## src/hdl/vn_pkg.sv

```systemverilog
// shared constants and types for the vector normaliser
package vn_pkg;
  localparam int LANES      = 4;
  localparam int Q_BITS     = 16;
  localparam int FRAC_SHIFT = 30;
  localparam int GUARD_BITS = 34;
  typedef logic [Q_BITS-1:0] unit_t;
  localparam unit_t Q_MAX_POS = 16'h7fff;
endpackage

```

## src/hdl/vn_front.sv

```systemverilog
// front end: magnitudes, squares, sum of squares and per-lane targets
module vn_front #(
  parameter int W = 16
) (
  input  logic                                            clk,
  input  logic                                            rst_n,
  input  logic                                            adv,
  input  logic                                            in_valid,
  input  logic [vn_pkg::LANES-1:0][W-1:0]                 comp,
  output logic                                            valid_o,
  output logic                                            zero_o,
  output logic [vn_pkg::LANES-1:0]                        neg_o,
  output logic [2*W+vn_pkg::GUARD_BITS-1:0]               s_o,
  output logic [vn_pkg::LANES-1:0][2*W+vn_pkg::GUARD_BITS-1:0] t_o
);
  localparam int PW = 2*W+vn_pkg::GUARD_BITS;
  localparam int LN = vn_pkg::LANES;

  logic                   va_r, vb_r, vc_r;
  logic [LN-1:0]          nega_r, negb_r, negc_r;
  logic [LN-1:0][W-1:0]   mag_r, mag_nxt;
  logic [LN-1:0][2*W-1:0] sq_r;
  logic [PW-1:0]          s_r, s_nxt;
  logic [LN-1:0][PW-1:0]  t_r;

  always_comb begin
    s_nxt = '0;
    for (int l = 0; l < LN; l++) begin
      mag_nxt[l] = comp[l][W-1] ? (~comp[l] + W'(1)) : comp[l];
      s_nxt      = s_nxt + PW'(sq_r[l]);
    end
  end

  always_ff @(posedge clk) begin
    if (!rst_n) begin
      va_r <= 1'b0;
      vb_r <= 1'b0;
      vc_r <= 1'b0;
    end else if (adv) begin
      va_r <= in_valid;
      vb_r <= va_r;
      vc_r <= vb_r;
    end
  end

  always_ff @(posedge clk) begin
    if (adv) begin
      for (int l = 0; l < LN; l++) begin
        nega_r[l] <= comp[l][W-1];
        mag_r[l]  <= mag_nxt[l];
        sq_r[l]   <= mag_r[l] * mag_r[l];
        t_r[l]    <= PW'(sq_r[l]) << vn_pkg::FRAC_SHIFT;
      end
      negb_r <= nega_r;
      negc_r <= negb_r;
      s_r    <= s_nxt;
    end
  end

  assign valid_o = vc_r;
  assign zero_o  = (s_r == '0);
  assign neg_o   = negc_r;
  assign s_o     = s_r;
  assign t_o     = t_r;
endmodule

```

## config.mk

```make
export PLATFORM = sky130hd
export DESIGN_NAME = vn_front
export DESIGN_NICKNAME = d
export VERILOG_FILES = /design/src/hdl/vn_pkg.sv /design/src/hdl/vn_front.sv
export SDC_FILE = /design/constraint.sdc
export NUM_CORES = 2
export LEC_CHECK = 0
export ABC_AREA = 1
export ABC_CLOCK_PERIOD_IN_PS = 5100
export BUFFER_PORTS_ARGS = -buffer_cell sky130_fd_sc_hd__buf_2
export CORE_ASPECT_RATIO = 1.75
export CORE_MARGIN = 1
export CORE_UTILIZATION = 45
export CTS_CLUSTER_DIAMETER = 50
export DETAILED_ROUTE_END_ITERATION = 8
export PLACE_DENSITY = 0.75
export SLEW_MARGIN = 20
export SYNTH_ARGS = -nofsm -noshare
export SYNTH_HDL_FRONTEND = slang
export SYNTH_SLANG_ARGS = --single-unit
```

## constraint.sdc

```tcl
create_clock -name clk -period 5.1 [get_ports clk]
set_input_delay 0.765 -clock clk [delete_from_list [all_inputs] [get_ports clk]]
set_output_delay 0.765 -clock clk [all_outputs]
set_load 0.1 [all_outputs]
```

==> metrics.md <==
| Metric | Value |
|---|---|
| Outcome | `finished, violations left` |
| Failing checks | `design-rule violations, negative setup slack` |
| GPL Wtd Cong | `around 1.1` |
| Critical Path RT | `roughly 5.5 ns` |
| Final HPWL DP | `~120,000 microns` |
| Synth Warn # | `0` |
| Hold Path Class | `input pin to flip-flop` |
| DIE AREA | `approximately 110,000 sq um` |
| Worst-Skew Late Latency | `0.66 ns` |
| Post-synthesis register bit count | `between 300 and 400` |
| Max frequency | `184.7 MHz` |
| P&R area growth vs syn | `25.78%` |
| Final wirelength | `143,000 microns` |
| Average wire per standard cell | `~18 microns` |
| Core area | `between 100,000 and 150,000 sq um` |
| H-tree level count | `2` |
| Synthesized instance count | `slightly below 6,000` |
| Period minus WS final | `5.415 ns` |
| Critical path startpoint category | `flip-flop` |
| Final Cycle Share | `1.062` |
| Share of layout cells above drive strength 1 | `0.2700` |
| Via Count | `39,670` |
| # rows | `approximately 160` |
| Final Setup Violations | `82` |
| Clock Skews | `approximately 0.036 ns` |
| Die width | `~250 microns` |
| Sink Count | `between 300 and 400` |
| Final core utilization | `0.5723` |
| Initial antenna violation count | `10` |
| Initial core utilization | `0.4550` |
| Sequential area share after synthesis | `0.2208` |
| CTS buffer count | `49` |
| Post-Synthesis Cell Area | `48,970 sq um` |
| Distinct cell type count after synthesis | `37` |
| ANT nets after route | `0` |
| Max-cap check violation count | `0` |
| First-pass GRT wire length | `around 220,000 microns` |
| 1st-pass router iterations | `9` |
| RSZ-0062 raised after global routing | `true` |
| Largest net degree at the start of global routing | `103` |
| Final hold violation count | `0` |
| Most frequent cells in the layout | `1,445 x inv_1, 1,170 x nand2_1, 659 x fa_1, 480 x buf_4, 358 x edfxtp_1` |
| Die Ht | `about 440 microns` |
| Critical Path AT | `between 5 and 6 ns` |
| Overflow after GRT | `0` |
| 1st-iter DRT viols | `between 2,000 and 2,500` |
| Vias per Instance | `a little under 5` |
| Clock Tree Root | `clkbuf_16` |
| Actual slew at the worst max-slew pin | `about 0.97 ns` |
| Max Fanout on Critical Path | `5` |
| CTS tree | `built` |
| Worst Setup End Kind | `flip-flop` |
| Setup ws final | `-0.3153 ns` |
| Final slew viol count | `0` |
| Vias in the first global route | `around 43,000` |
| Port bufs | `~230` |
| Slew HR | `0.3516` |
| Commonest non-fill, non-tap cell in the layout | `inv_1` |
| Avg Cell Area, Syn | `about 8.5 sq um` |
| Kind of critical path | `flip-flop to flip-flop` |
| Clk pin slew, worst setup/hold paths | `0.06 ns` |
| Nets@finish | `7,759` |
| Max Root-Sink Buffers | `3` |
| Overall Global Routing Usage | `0.2580` |
| DRC viols | `1` |
| IO Count | `between 400 and 500` |
[kinds of logic (layout without fill, tap and decap cells)]
logic type               count (synthesis)  in the layout  synth area share
XOR/XNOR                               169            169           0.03023
AO/OA/AOI/OAI                          173            173           0.01998
buffers and inverters                 1898           2531            0.1588
other                                    1            173        0.00007658
flip-flops                             361            361            0.2208
adder cells (fa/ha/maj)               1146           1146            0.4013
AND/OR/NAND/NOR                       2032           2032            0.1688
[area by class of cell]
type	instances	area (sq um)
repair buffers	835	6300
flip-flops and latches	361	10810
clock buffers	51	1234
fillers	8879	46030
clock inverters	39	473.0
multi-input cells	3692	34870
inverters	1606	6091
well taps	1449	1813
diodes	1	2.502
[worst max-delay path: stages, from the launching register on]
cell	delay (ns)
edfxtp_1	0.53
buf_6	0.18
nand2_4	0.06
inv_2	0.03
fa_1	0.55
inv_2	0.05
fa_1	0.48
inv_1	0.05
fa_2	0.52
fa_2	0.47
fa_1	0.53
inv_1	0.05
fa_1	0.49
inv_2	0.05
ha_4	0.31
buf_12	0.12
nand2_8	0.07
buf_4	0.15
nor3_4	0.20
nand3_2	0.10
nand4_1	0.10
nand2_1	0.05
[synth_stat cells, drive strengths merged]
cell / n / area share
nand3: 168 / 0.018
clkbuf: 114 / 0.0088
inv: 1606 / 0.12
nand2: 1480 / 0.11
xnor2: 28 / 0.0050
edfxtp: 358 / 0.22
ha: 438 / 0.11
and2: 8 / 0.0010
conb: 1 / 0.000077
nor3: 51 / 0.0067
nand4: 40 / 0.0051
fa: 708 / 0.29
nor3b: 3 / 0.00046
nor2: 251 / 0.020
dfxtp: 3 / 0.0012
a31oi: 4 / 0.00051
a21o: 1 / 0.00015
xor2: 141 / 0.025
buf: 178 / 0.027
nand3b: 6 / 0.00092
a31o: 4 / 0.00072
or2: 15 / 0.0019
o21ai: 38 / 0.0039
nor4: 10 / 0.0013
a21oi: 99 / 0.011
o21bai: 27 / 0.0041
[per-layer routing]
layer | track usage | routed length, microns | vias to the layer above
met2 | 0.4865 | 75870 | 1531
met5 | 0 | 11 | -
met1 | 0.2536 | 46390 | 19240
li1 | - | - | 18280
met4 | 0.2035 | 13400 | 2
met3 | 0.02924 | 7331 | 616
[per-stage QoR]
step                TNS [ns]  hold slack, ns  std cells  cell area [sq um]  setup WS [ns]
floorplan           -0.03345          0.4003       5951              50240       -0.01107
global placement      -21.18          0.4006       7784              54630        -0.4508
detailed placement    -25.82          0.4084       7784              54630        -0.4671
CTS                   -11.83          0.2803       7971              59540        -0.2518
global route          -30.06          0.3076       8034              61600        -0.4719
finish                -16.11          0.3293       8034              61600        -0.3153
[final timing paths]
kind,depth (start not counted),slack (ns),endpoint,from
setup reg to reg,21,-0.32,sq_r[89]$_DFFE_PP_,mag_r[34]$_DFFE_PP_
hold / removal,1,0.33,mag_r[0]$_DFFE_PP_,comp[0]
setup / recovery,21,-0.32,sq_r[89]$_DFFE_PP_,mag_r[34]$_DFFE_PP_
hold reg to reg,0,0.42,negb_r[3]$_DFFE_PP_,nega_r[3]$_DFFE_PP_
[flip-flops by register name, indices dropped and copies added, names as in the netlist, 4 cells and up]
register and count:
negb_r 4, neg_o 4, nega_r 4, t_o 124, mag_r 64, sq_r 124, s_o 34
[timing repair]
action	in CTS	in global routing
hold buffers	0	0
pin swaps	320	302
setup endpoints to repair	90	90
setup buffers	98	64
gates resized for setup	631	459
cloned	0	1
Power is left out: the tool's default activity adds up to more than one toggle a clock period on the data nets, which glitch-free logic cannot reach.
